`config.mk`:
```
export PLATFORM = sky130hd
export DESIGN_NAME = wes_front
export DESIGN_NICKNAME = d
export VERILOG_FILES = /design/src/hdl/wes_pkg.sv /design/src/hdl/wes_front.sv
export SDC_FILE = /design/constraint.sdc
export NUM_CORES = 1
export LEC_CHECK = 0
export ABC_AREA = 1
export BUFFER_PORTS_ARGS = -buffer_cell sky130_fd_sc_hd__buf_2
export CAP_MARGIN = 20
export CORE_MARGIN = 2
export CORE_UTILIZATION = 50
export CTS_CLUSTER_SIZE = 10
export DETAILED_ROUTE_END_ITERATION = 10
export MAX_ROUTING_LAYER = met4
export PLACE_DENSITY = 0.94
export SKIP_LAST_GASP = 1
export SLEW_MARGIN = 40
export SYNTH_ARGS = -nofsm -noshare
export SYNTH_HDL_FRONTEND = slang
export SYNTH_SLANG_ARGS = --single-unit
```
`constraint.sdc`:
```
create_clock -name clk_i -period 7.05 [get_ports clk_i]
set_clock_uncertainty 0.05 [all_clocks]
set_input_delay 0.705 -clock clk_i [delete_from_list [all_inputs] [get_ports clk_i]]
set_output_delay 0.705 -clock clk_i [all_outputs]
set_load 0.05 [all_outputs]
```
`src/hdl/wes_pkg.sv`:
```
`timescale 1ns / 1ps
// ----------------------------------------------------------------------------
// Wave equation stencil package
// Shared constants, types and codes for the wave equation stencil step.
// ----------------------------------------------------------------------------
package wes_pkg;

  localparam int MaxColumns = 1024;
  localparam int MaxRows    = 1024;
  localparam int ColW       = $clog2(MaxColumns);
  localparam int RowW       = $clog2(MaxRows);
  localparam int SizeW      = 11;
  localparam int ValW       = 32;
  localparam int MedW       = 24;
  localparam int CoefW      = 24;
  localparam int DiffW      = ValW + 1;
  localparam int SumW       = MedW + 1;
  localparam int ProdW      = DiffW + SumW + 1;
  localparam int TermW      = ProdW + 1;
  localparam int LoW        = 30;
  localparam int HiW        = TermW - LoW;
  localparam int PartLoW    = LoW + CoefW;
  localparam int PartHiW    = HiW + CoefW + 1;
  localparam int ScaledW    = TermW + CoefW + 3;
  localparam int TotalW     = ScaledW + 1;
  localparam int FracShift  = 44;
  localparam int DeltaW     = TotalW - FracShift;
  localparam int BaseW      = ValW + 2;
  localparam int ResW       = DeltaW + 1;

  typedef enum logic [1:0] {
    CfgCoefX       = 2'd0,
    CfgCoefY       = 2'd1,
    CfgGridColumns = 2'd2,
    CfgGridRows    = 2'd3
  } cfg_reg_e;

  typedef enum logic [1:0] {
    SeqIdle  = 2'd0,
    SeqRead  = 2'd1,
    SeqWrite = 2'd2
  } seq_state_e;

  typedef struct packed {
    logic [ValW-1:0] u_now;
    logic [ValW-1:0] u_before;
    logic [MedW-1:0] med;
    logic [RowW-1:0] row;
    logic [ColW-1:0] col;
    logic            interior;
    logic            last;
  } item_t;

  typedef struct packed {
    logic [CoefW-1:0] coef_x;
    logic [CoefW-1:0] coef_y;
  } coef_t;

  typedef struct packed {
    logic [RowW-1:0] row;
    logic [ColW-1:0] col;
    logic            last;
  } tag_t;

endpackage

```
`src/hdl/wes_front.sv`:
```
`timescale 1ns / 1ps
// ----------------------------------------------------------------------------
// Wave equation stencil front end
// Tracks the raster position of incoming items and classifies each point.
// ----------------------------------------------------------------------------
module wes_front (
  input  logic                 clk_i,
  input  logic                 rst_ni,
  input  logic [wes_pkg::SizeW-1:0] cols_i,
  input  logic [wes_pkg::SizeW-1:0] rows_i,
  input  logic                 accept_i,
  input  logic [wes_pkg::ValW-1:0] u_now_i,
  input  logic [wes_pkg::ValW-1:0] u_before_i,
  input  logic [wes_pkg::MedW-1:0] medium_req_i,
  input  logic                 frame_start_i,
  output wes_pkg::item_t       item_o
);
  import wes_pkg::*;

  logic [ColW-1:0]  col_q, col_d;
  logic [RowW-1:0]  row_q, row_d;
  logic [SizeW-1:0] c0, c1, r0, r1, r2, cn, rn;

  always_comb begin
    c0 = frame_start_i ? '0 : {1'b0, col_q};
    r0 = frame_start_i ? '0 : {1'b0, row_q};
    if (c0 >= cols_i) begin
      c1 = '0;
      r1 = r0 + 11'd1;
    end else begin
      c1 = c0;
      r1 = r0;
    end
    r2 = (r1 >= rows_i) ? '0 : r1;
    cn = c1 + 11'd1;
    rn = r2 + 11'd1;
    if (cn >= cols_i) begin
      col_d = '0;
      row_d = (rn >= rows_i) ? '0 : rn[RowW-1:0];
    end else begin
      col_d = cn[ColW-1:0];
      row_d = r2[RowW-1:0];
    end
  end

  always_comb begin
    item_o.u_now    = u_now_i;
    item_o.u_before = u_before_i;
    item_o.med      = medium_req_i;
    item_o.row      = r2[RowW-1:0] - 1'b1;
    item_o.col      = c1[ColW-1:0];
    item_o.interior = (r2 >= 11'd2) && (c1 >= 11'd1) && (c1 + 11'd2 <= cols_i);
    item_o.last     = (r2 == rows_i - 11'd1) && (c1 == cols_i - 11'd2);
  end

  always_ff @(posedge clk_i or negedge rst_ni) begin
    if (!rst_ni) begin
      col_q <= '0;
      row_q <= '0;
    end else if (accept_i) begin
      col_q <= col_d;
      row_q <= row_d;
    end
  end

endmodule

```
==> results by group, run 1 <==
Synthesis
  • Synth Net Count: 1003
  • Largest family of logic cells by synthesized area: simple AND/OR/NAND/NOR gates
  • Unique masters post-synth: 48
  • Synthesized cell area: 0.00524 mm^2
  • Mux contribution to synthesized area: 0%
  • Number of synthesized flops with an enable pin: 0
  • Part of the Yosys area used for sequential elements: 9.55%
  • Asr flop ratio synth: between 90% and 100%
  • Compound-Gate Fraction of Synth Area: 7.78%
  • Ys Warns: 0
  • #FFs+latches synth: 20
  • Avg Synthesized Cell Area: approximately 6.4 um^2
  • Synth Area in XOR/XNOR: 6.69%
  • Post-synthesis cell count: 822
  • Post-Synth Simple-Gate Area: ~38%
  • Adder-cell share of the synthesized area: 16.0%
  • Ys flop type: dfrtp_1

GRT
  • Total GRT Usage: about 25%
  • M3 GR Usage: 3.62%
  • Vias in the first global route: about 4900
  • Gr busiest metal: met2
  • GR Overflow Total: 0
  • Initial antenna violation count: 0
  • Met1 Track Usage GR: 32.1%
  • Grt met2 use: 38.4%
  • Largest net degree at the start of global routing: 21
  • First-pass GRT wire length: 22700 um

Critical path
  • CP required: around 6300 ps
  • Crit. End Element: output pin
  • Critical Path AT: 5740 ps
  • CP Class: in2out
  • Critical Path Fanout Max: 18
  • Startpoint class of the critical path: input port

Finish
  • Area Growth Syn to Fin: -3.94%
  • Antenna diodes: 0
  • Non-Filler Instances: ~920
  • Layout cells sized above 1: 14.6%
  • # fillers: between 1000 and 1500
  • Final nets: between 900 and 1000
  • Commonest non-fill, non-tap cell in the layout: nand2_1
  • Most frequent cells in the layout: nand2_1 (195), inv_1 (109), nor2_1 (74), ha_1 (67), nand3_1 (52)

Drt
  • DR vias: 5036
  • WL final: 13700 um
  • Post-DRT Antenna Nets: 0
  • Avg Vias per Cell: 5.49
  • Routed len/inst: 14.9 um
  • 1st-pass router iterations: 5
  • Number of DRC markers in iteration 0: 489
  • DRC violation count after routing: 0

CTS
  • Clk_lat worst skew: 270 ps
  • CTS tree: built
  • Root buf cell: clkbuf_8
  • Total clock buffers created by CTS: 3
  • Count of hold buffers inserted by post-cts repair: 0
  • Number of clock sinks: 20
  • H-tree Lvls: 1
  • Longest Clk Path Bufs: 2
  • Setup bufs post-CTS: 0
  • Worst-path clk slew: 70 ps
  • Post-cts sizing count: 0

Die
  • Chip height: about 110 um
  • Die width: about 110 um
  • Die footprint: 0.0113 mm^2
  • Num ports: 224
  • Initial Util: 51.2%
  • Core area: slightly above 0.01 mm^2
  • Rows: 37

Flow run
  • Total of max-cap violations: 0

Timing
  • Fin Setup TNS: 0 ps
  • # setup viols final: 0
  • Max Slew Vio Count: 0
  • Slew HR: 69.6%
  • Unrepaired setup endpoints after global routing: no
  • Tightest Pin Transition: between 400 and 500 ps
  • Period minus WS final: around 6500 ps
  • Final Cycle Share: roughly 90%
  • F_max: 0.154 GHz
  • Fin. Hold Viols: 0

Place
  • GPL Wtd Cong: 1.04
  • Dpl hpwl: 11400 um
  • Input/output buffers: 47
  • Placed cell count: slightly above 900

Min path
  • Min-delay worst type: in2async

Pwr
  • Lkg Pwr: 2.91 nW
  • Maximum VDD drop: approximately 0.00013 V
  • PwrDens: approximately 84 mW/mm^2

Status
  • Status: finished clean
## Yosys cell counts (4+ instances only)
cell | number | area [um^2]
o21ai_1 | 7 | 35.0
nor3_1 | 9 | 45.0
buf_4 | 89 | 668
a21oi_1 | 22 | 110
nand2_1 | 195 | 732
a22oi_1 | 7 | 52.6
inv_1 | 109 | 409
dfrtp_1 | 20 | 500
xor2_1 | 36 | 315
o21ai_0 | 15 | 75.1
nor2_2 | 13 | 81.3
ha_1 | 67 | 838
xnor2_1 | 4 | 35.0
nand2_4 | 4 | 45.0
nand3_1 | 52 | 260
o22ai_1 | 6 | 37.5
nor2_4 | 4 | 45.0
nand3_4 | 4 | 70.1
nand2_2 | 10 | 62.6
inv_2 | 9 | 33.8
nor2_1 | 74 | 278
nand4_1 | 22 | 138
## power breakdown
part | switching, W | internal [W] | total, W | leakage [nW]
Clock | 0.0000413 | 0.0000759 | 0.000117 | 0.0357
Combinational | 0.000128 | 0.0000560 | 0.000184 | 2.60
Sequential | 0.00000182 | 0.000118 | 0.000120 | 0.273
## metrics by stage
stage	utilization, %	power, W	hold slack, ps	cell area (um^2)	setup WS, ps
5_1_grt	49.2	0.000448	359	5030	47.9
3_3_place_gp	48.5	0.000300	414	4960	603
3_5_place_dp	48.5	0.000303	432	4960	476
6_report	49.2	0.000421	329	5030	551
4_1_cts	49.2	0.000419	343	5030	672
2_1_floorplan	-	0.000386	359	5240	1020
## cell families after synthesis
logic type,count (synthesis)
AOI/OAI and AO/OA,68
DFF,20
adders and majority gates,67
and+or+nand+nor,410
xor gates and xnor gates,40
buffers and inverters,217
## cell type report
| cell class | instances | area (um^2) | area share, % |
|---|---|---|---|
| clock buffers | 3 | 41.3 | 0.820 |
| multi-input cells | 585 | 3570 | 70.9 |
| well taps | 136 | 170 | 3.38 |
| repair buffers | 50 | 258 | 5.12 |
| flip-flops and latches | 20 | 500 | 9.94 |
| clock inverters | 1 | 30.0 | 0.597 |
| inverters | 122 | 463 | 9.20 |
## worst paths after layout
| check | startpoint | slack, ps | to | cells after the start |
|---|---|---|---|---|
| worst min register to register | col_q[9] | 450 | col_q[9] | 2 |
| worst max-delay path | frame_start_i | 550 | item_o[0] | 27 |
| worst min-delay path | rst_ni | 330 | col_q[3] | 1 |
| max in group asynchronous | rst_ni | 6300 | col_q[8] | 1 |
| min in group clk_i | col_q[9] | 450 | col_q[9] | 2 |
| worst max register to register | col_q[8] | 920 | row_q[8] | 33 |
## routing by layer
metal  wire length [um]  part of all wire [%]
met5                  0                     0
met4                551                   4.0
met3               1230                   9.0
met2               5950                    43
met1               5970                    44
## worst max-delay path, cell delays in order
cell	delay (ps)
buf_2	290
nor2_1	190
ha_1	360
nand2_1	110
nor2_4	180
nand2_2	60
nor2_2	120
nor2_4	90
nand2_4	240
nand3_1	120
nor3b_1	330
ha_1	310
a21oi_1	160
o21a_1	160
nand2_1	120
nor2_8	350
nand3_4	180
inv_4	150
ha_1	190
and3_1	210
nand2_1	60
nor2_1	140
nand3_1	110
nor2_1	210
nand3_1	100
nor3_1	180
buf_2	300
## registers in the layout, indices dropped and copies added, names as in the netlist
register	count
col_q	10
row_q	10
Power figures use the tool's default switching activity.
==> run 2: changes to the inputs <==
- SKIP_CTS_REPAIR_TIMING: default -> 1
- clock period: 7.05 -> 6.5 ns (I/O delays scaled with it)
==> run 2 against run 1 <==
  * Cell area increased by 0.94%
  * Sequential share of layout area is 0.093 points lower
  * Sequential cell count is the same
  * Via count is 2.7% higher
  * First-iteration DRC count rose by 4.1%
  * Cell count rose by 0.65%
  * Sequential power rose by 8%
  * Clock-buffer cell count did not move
  * Clock power grew 7%
  * Die area unchanged
  * Combinational power increased by 9.8%
  * Register-to-register slack worse by 300 ps
  * Critical path type is now in2reg
  * Largest cell class unchanged
==> results by group, run 2 (synthesized netlist as in run 1, its figures left out) <==
Critical path
  • Top cell by count, worst path: nand2_1
  • Critical Path AT: 6240 ps (+500 ps)
  • Slowest stage delay, CP: 360 ps (about the same)
  • Crit. End Element: flop
  • CP required: 6650 ps (+360 ps)
  • Slowest CP cell: nor2_2
  • CP Class: in2reg
  • Critical Path Fanout Max: 14 (-4)
  • Startpoint class of the critical path: input port
  • Worst R2R Path Depth: 34 (+3.0%)

Finish
  • Area Growth Syn to Fin: -3.03%
  • Most frequent cells in the layout: nand2_1 (195), inv_1 (109), nor2_1 (74), ha_1 (67), nand3_1 (52)
  • Final nets: 969 (+0.62%)
  • Multi-input logic area: 0.00357 mm^2 (unchanged)
  • Biggest regs: col_q (10), row_q (10)
  • # fillers: 975 (-3.6%)
  • Commonest non-fill, non-tap cell in the layout: nand2_1
  • Non-Filler Instances: 923 (+0.65%)
  • Layout cells sized above 1: 15.2% (+0.65 points)
  • Register Area: 500 um^2 (unchanged)
  • Antenna diodes: 0 (unchanged)

CTS
  • Longest Clk Path Bufs: 2 (unchanged)
  • CTS tree: built
  • Number of clock sinks: 20 (unchanged)
  • Total clock buffers created by CTS: 3 (unchanged)
  • Clk_lat worst skew: 260 ps (about the same)
  • Root buf cell: clkbuf_8
  • Worst-path clk slew: 70 ps (about the same)
  • H-tree Lvls: 1 (unchanged)

Drt
  • Number of DRC markers in iteration 0: 509 (+4.1%)
  • 1st-pass router iterations: 6 (+1)
  • WL final: 14100 um (+3.1%)
  • DRC violation count after routing: 0 (unchanged)
  • Avg Vias per Cell: 5.60 (+2.0%)
  • Post-DRT Antenna Nets: 0 (unchanged)
  • Routed len/inst: 15.3 um (+2.4%)
  • DR vias: 5172 (+2.7%)

Place
  • Dpl hpwl: 11700 um (+2.8%)
  • Placed cell count: 919 (+0.66%)
  • Setup WS pre-CTS: 206 ps (-270 ps)
  • Input/output buffers: 47 (unchanged)
  • GPL Wtd Cong: 1.01 (-2.4%)

Die
  • Chip height: 106 um (unchanged)
  • Initial Util: 51.2% (unchanged)
  • Die width: 106 um (unchanged)
  • Rows: 37 (unchanged)
  • Num ports: 224 (unchanged)
  • Die footprint: 0.0113 mm^2 (unchanged)
  • Core area: 0.0102 mm^2 (unchanged)

Timing
  • Slew HR: 69.9% (+0.33 points)
  • Fin Setup TNS: 0 ps (unchanged)
  • Hold WS: 274 ps (-54.7 ps)
  • Period minus WS final: 6090 ps
  • Tightest Pin Transition: 449 ps (-6.63 ps)
  • # setup viols final: 0 (unchanged)
  • Max Slew Vio Count: 0 (unchanged)
  • Worst Slack Setup Final: 412 ps (-139 ps)
  • Final Cycle Share: 93.7%
  • F_max: 0.164 GHz
  • Unrepaired setup endpoints after global routing: no
  • Fin. Hold Viols: 0 (unchanged)

Pwr
  • Maximum VDD drop: 0.000116 V (-11%)
  • Lkg Pwr: 2.94 nW (+0.97%)
  • PwrDens: 90.0 mW/mm^2 (+7.6%)

Flow run
  • Total of max-cap violations: 0 (unchanged)

GRT
  • GR Overflow Total: 0 (unchanged)
  • Vias in the first global route: 4960 (+1.5%)
  • Largest net degree at the start of global routing: 21 (unchanged)
  • Total GRT Usage: 25.7% (+0.55 points)
  • First-pass GRT wire length: 23000 um (+1.4%)
  • Initial antenna violation count: 0 (unchanged)

Min path
  • Min-delay worst type: in2async

Status
  • Status: finished clean
[run 2: changes by cell type in the layout (fill, tap and decap cells not counted), sizes merged]
cell    change
buf         +5
clkbuf      +1
[run 2: layout make-up]
cell class              instances  share of cell area (%)
clock buffers                   3                   0.813
clock inverters                 1                   0.591
inverters                     122                    9.11
multi-input cells             585                    70.3
flip-flops and latches         20                    9.85
well taps                     136                    3.35
repair buffers                 56                    6.01
[run 2: report_power, final]
group | internal (W) | leakage (nW) | switching [W]
logic | 0.0000617 | 2.63 | 0.000140
registers | 0.000128 | 0.273 | 0.00000212
clock network | 0.0000823 | 0.0357 | 0.0000425
[run 2: through the flow]
step / power (W) / instance area, um^2 / utilization [%]
floorplan: 0.000418 / 5240 / -
global placement: 0.000327 / 5010 / 48.9
detailed placement: 0.000331 / 5010 / 48.9
CTS: 0.000454 / 5080 / 49.6
global route: 0.000484 / 5080 / 49.7
finish: 0.000457 / 5080 / 49.7
[run 2: worst max-delay path, delay by kind of cell]
kind	cells	cell delay, ps
buf+inv	6	700
fa+ha+maj	4	1020
simple gates	24	3360
compound gates	3	510
[run 2: final timing paths]
check,startpoint,endpoint,slack (ps)
max,frame_start_i,row_q[8],410
min,rst_ni,col_q[1],270
max reg2reg,col_q[9],row_q[8],620
min reg2reg,col_q[9],col_q[9],450
max in group asynchronous,rst_ni,row_q[8],5810
min in group clk_i,col_q[9],col_q[9],450
[run 2: routing by layer]
layer	wire length [um]	vias up	track usage, %
li1	-	2481	-
met1	5800	2322	32.2
met2	6230	305	39.7
met3	1530	64	4.29
met4	557	0	13.2
met5	0	-	-
==> run 3: changes to the inputs <==
==> constraint.sdc (replaced) <==
create_clock -name clk_i -period 6.5 [get_ports clk_i]
set_clock_uncertainty 0.05 [all_clocks]
set_input_delay 1.3 -clock clk_i [delete_from_list [all_inputs] [get_ports clk_i]]
set_output_delay 1.3 -clock clk_i [all_outputs]
set_load 0.05 [all_outputs]
==> run 3 against run 2 <==
  * The flow now finishes with violations (negative setup slack)
  * Maximum frequency decreased by 7.1%
  * Cell area increased by 17%
  * Power increased by 11%
  * Critical path type is now in2out
  * Critical path depth decreased by 6
  * Routed wire length increased by 28%
  * Register-to-register slack improved by 170 ps
  * Largest cell class unchanged
  * Non-clock buffer count increased by 60
  * Sequential share of layout area decreased by 1.4 points
  * Clock power about the same
  * Combinational power increased by 25%
==> results by group, run 3 (synthesized netlist as in run 1, its figures left out) <==
Timing
  • Max Slew Vio Count: 0 (unchanged)
  • Fin. Hold Viols: 0 (unchanged)
  • Tightest Pin Transition: 501 ps (+51.0 ps)
  • # setup viols final: 2 (+2)
  • Period minus WS final: 6550 ps (+465 ps)
  • Final Cycle Share: 101% (+7.2 points)
  • Worst Slack Setup Final: -53.0 ps (-465 ps)
  • Slew HR: 66.5% (-3.4 points)
  • F_max: 0.153 GHz (-7.1%)
  • Hold WS: 439 ps (+165 ps)

Drt
  • WL final: 18100 um (+28%)
  • DRC violation count after routing: 0 (unchanged)
  • Met3 wire length: 2430 um (+58%)
  • Routed len/inst: 18.4 um (+20%)
  • Highest routed layer: met4
  • 1st-pass router iterations: 8 (+2)
  • Post-DRT Antenna Nets: 0 (unchanged)
  • DR vias: 6037 (+17%)
  • Sum of routed wire segments on met1: 6490 um (+12%)
  • Number of DRC markers in iteration 0: 976 (+92%)
  • Met2 routed WL: 7720 um (+24%)
  • Avg Vias per Cell: 6.14 (+9.5%)

CTS
  • Number of clock sinks: 20 (unchanged)
  • CTS tree: built
  • Clk_lat worst skew: 260 ps (about the same)
  • Longest Clk Path Bufs: 2 (unchanged)
  • H-tree Lvls: 1 (unchanged)
  • Root buf cell: clkbuf_8
  • Worst-path clk slew: 70 ps (about the same)
  • Total clock buffers created by CTS: 3 (unchanged)

Critical path
  • Top cell by count, worst path: nand2_1
  • Critical Path AT: 5200 ps (-1040 ps)
  • Critical Path Fanout Max: 6 (-8)
  • Slowest stage delay, CP: 310 ps (-50 ps)
  • Slowest CP cell: ha_1
  • Startpoint class of the critical path: input port
  • CP required: 5150 ps (-1500 ps)
  • CP Class: in2out
  • Crit. End Element: output pin

Finish
  • Post-route cell area: 0.00595 mm^2 (+17%)
  • Final nets: 1030 (+6.3%)
  • Non-Filler Instances: 984 (+6.6%)
  • Area Growth Syn to Fin: 13.6%
  • Most frequent cells in the layout: nand2_1 (180), inv_1 (107), buf_4 (64), ha_1 (57), nor2_1 (56)
  • Layout cells sized above 1: 27.7% (+12 points)
  • Biggest regs: col_q (10), row_q (10)
  • Antenna diodes: 0 (unchanged)
  • Commonest non-fill, non-tap cell in the layout: nand2_1

GRT
  • Initial antenna violation count: 0 (unchanged)
  • First-pass GRT wire length: 23600 um (+2.7%)
  • Total GRT Usage: 26.3% (+0.63 points)
  • Largest net degree at the start of global routing: 21 (unchanged)
  • Vias in the first global route: 5244 (+5.7%)
  • GR Overflow Total: 0 (unchanged)

Place
  • Dpl hpwl: 12300 um (+5.4%)
  • Placed Area: 0.00546 mm^2 (+9.1%)
  • Setup WS pre-CTS: -204 ps (-410 ps)
  • Input/output buffers: 47 (unchanged)
  • Placed cell count: 967 (+5.2%)
  • GPL Wtd Cong: 1.11 (+9.6%)

Pwr
  • PwrDens: 85.1 mW/mm^2 (-5.3%)
  • Lkg Pwr: 3.29 nW (+12%)
  • Maximum VDD drop: 0.000156 V (+35%)

Die
  • Chip height: 106 um (unchanged)
  • Num ports: 224 (unchanged)
  • Die width: 106 um (unchanged)
  • Rows: 37 (unchanged)
  • Initial Util: 51.2% (unchanged)
  • Die footprint: 0.0113 mm^2 (unchanged)
  • Core area: 0.0102 mm^2 (unchanged)

Status
  • Status: finished, violations left
  • Failing checks: negative setup slack

Min path
  • Min-delay worst type: reg2reg

Flow run
  • Total of max-cap violations: 0 (unchanged)
==> run 3: changes by cell type in the layout (fill, tap and decap cells not counted), moves of 3 or more <==
| cell | previous run | this run |
|---|---|---|
| nand2_1 | 195 | 180 |
| nor2_1 | 74 | 56 |
| ha_1 | 67 | 57 |
| nand2_2 | 10 | 25 |
| ha_4 | 0 | 9 |
| buf_4 | 9 | 64 |
| xor2_1 | 36 | 33 |
| nor2_2 | 13 | 20 |
| buf_12 | 0 | 4 |
| buf_6 | 0 | 4 |
| nor2_4 | 4 | 15 |
| xor2_2 | 0 | 3 |
==> run 3: layout make-up <==
type	count	area, um^2
Fill cell	781	4280
Clock buffer	3	41.3
Sequential cell	20	500
Tap cell	136	170
Inverter	122	467
Multi-Input combinational cell	586	3920
Clock inverter	1	30.0
Timing Repair Buffer	116	826
==> run 3: worst paths after layout <==
| check | start | to | slack, ps | cells past startpoint |
|---|---|---|---|---|
| max reg2reg | col_q[6] | row_q[5] | 790 | 37 |
| min | col_q[9] | col_q[9] | 440 | 2 |
| max | cols_i[6] | item_o[0] | -50 | 31 |
| max in group asynchronous | rst_ni | col_q[8] | 5160 | 1 |
| min in group asynchronous | rst_ni | col_q[3] | 930 | 1 |
| min reg2reg | col_q[9] | col_q[9] | 440 | 2 |
==> run 3: per-stage QoR <==
stage	power (W)	util, %	setup TNS, ps
floorplan	0.000423	-	-120
global placement	0.000346	53.4	-1110
detailed placement	0.000351	53.4	-2040
CTS	0.000474	54.1	-637
global route	0.000532	58.2	-1610
finish	0.000507	58.2	-71.9
==> run 3: routing by layer <==
metal,vias to the layer above,GRT usage (%)
met5,-,-
met4,0,15.2
li1,2602,-
met1,2686,31.7
met2,571,41.6
met3,178,4.29
==> run 3: report_power, final <==
part	switching (W)	total, W	leakage [nW]	internal (W)
logic	0.000168	0.000252	2.98	0.0000847
clock network	0.0000419	0.000124	0.0357	0.0000822
registers	0.00000217	0.000130	0.273	0.000128
==> run 3: worst max-delay path: cells and delay by family <==
family                   cells  cell delay [ps]
AND/OR/NAND/NOR             21             2350
adder cells (fa/ha/maj)      3              800
buffers and inverters        7              740
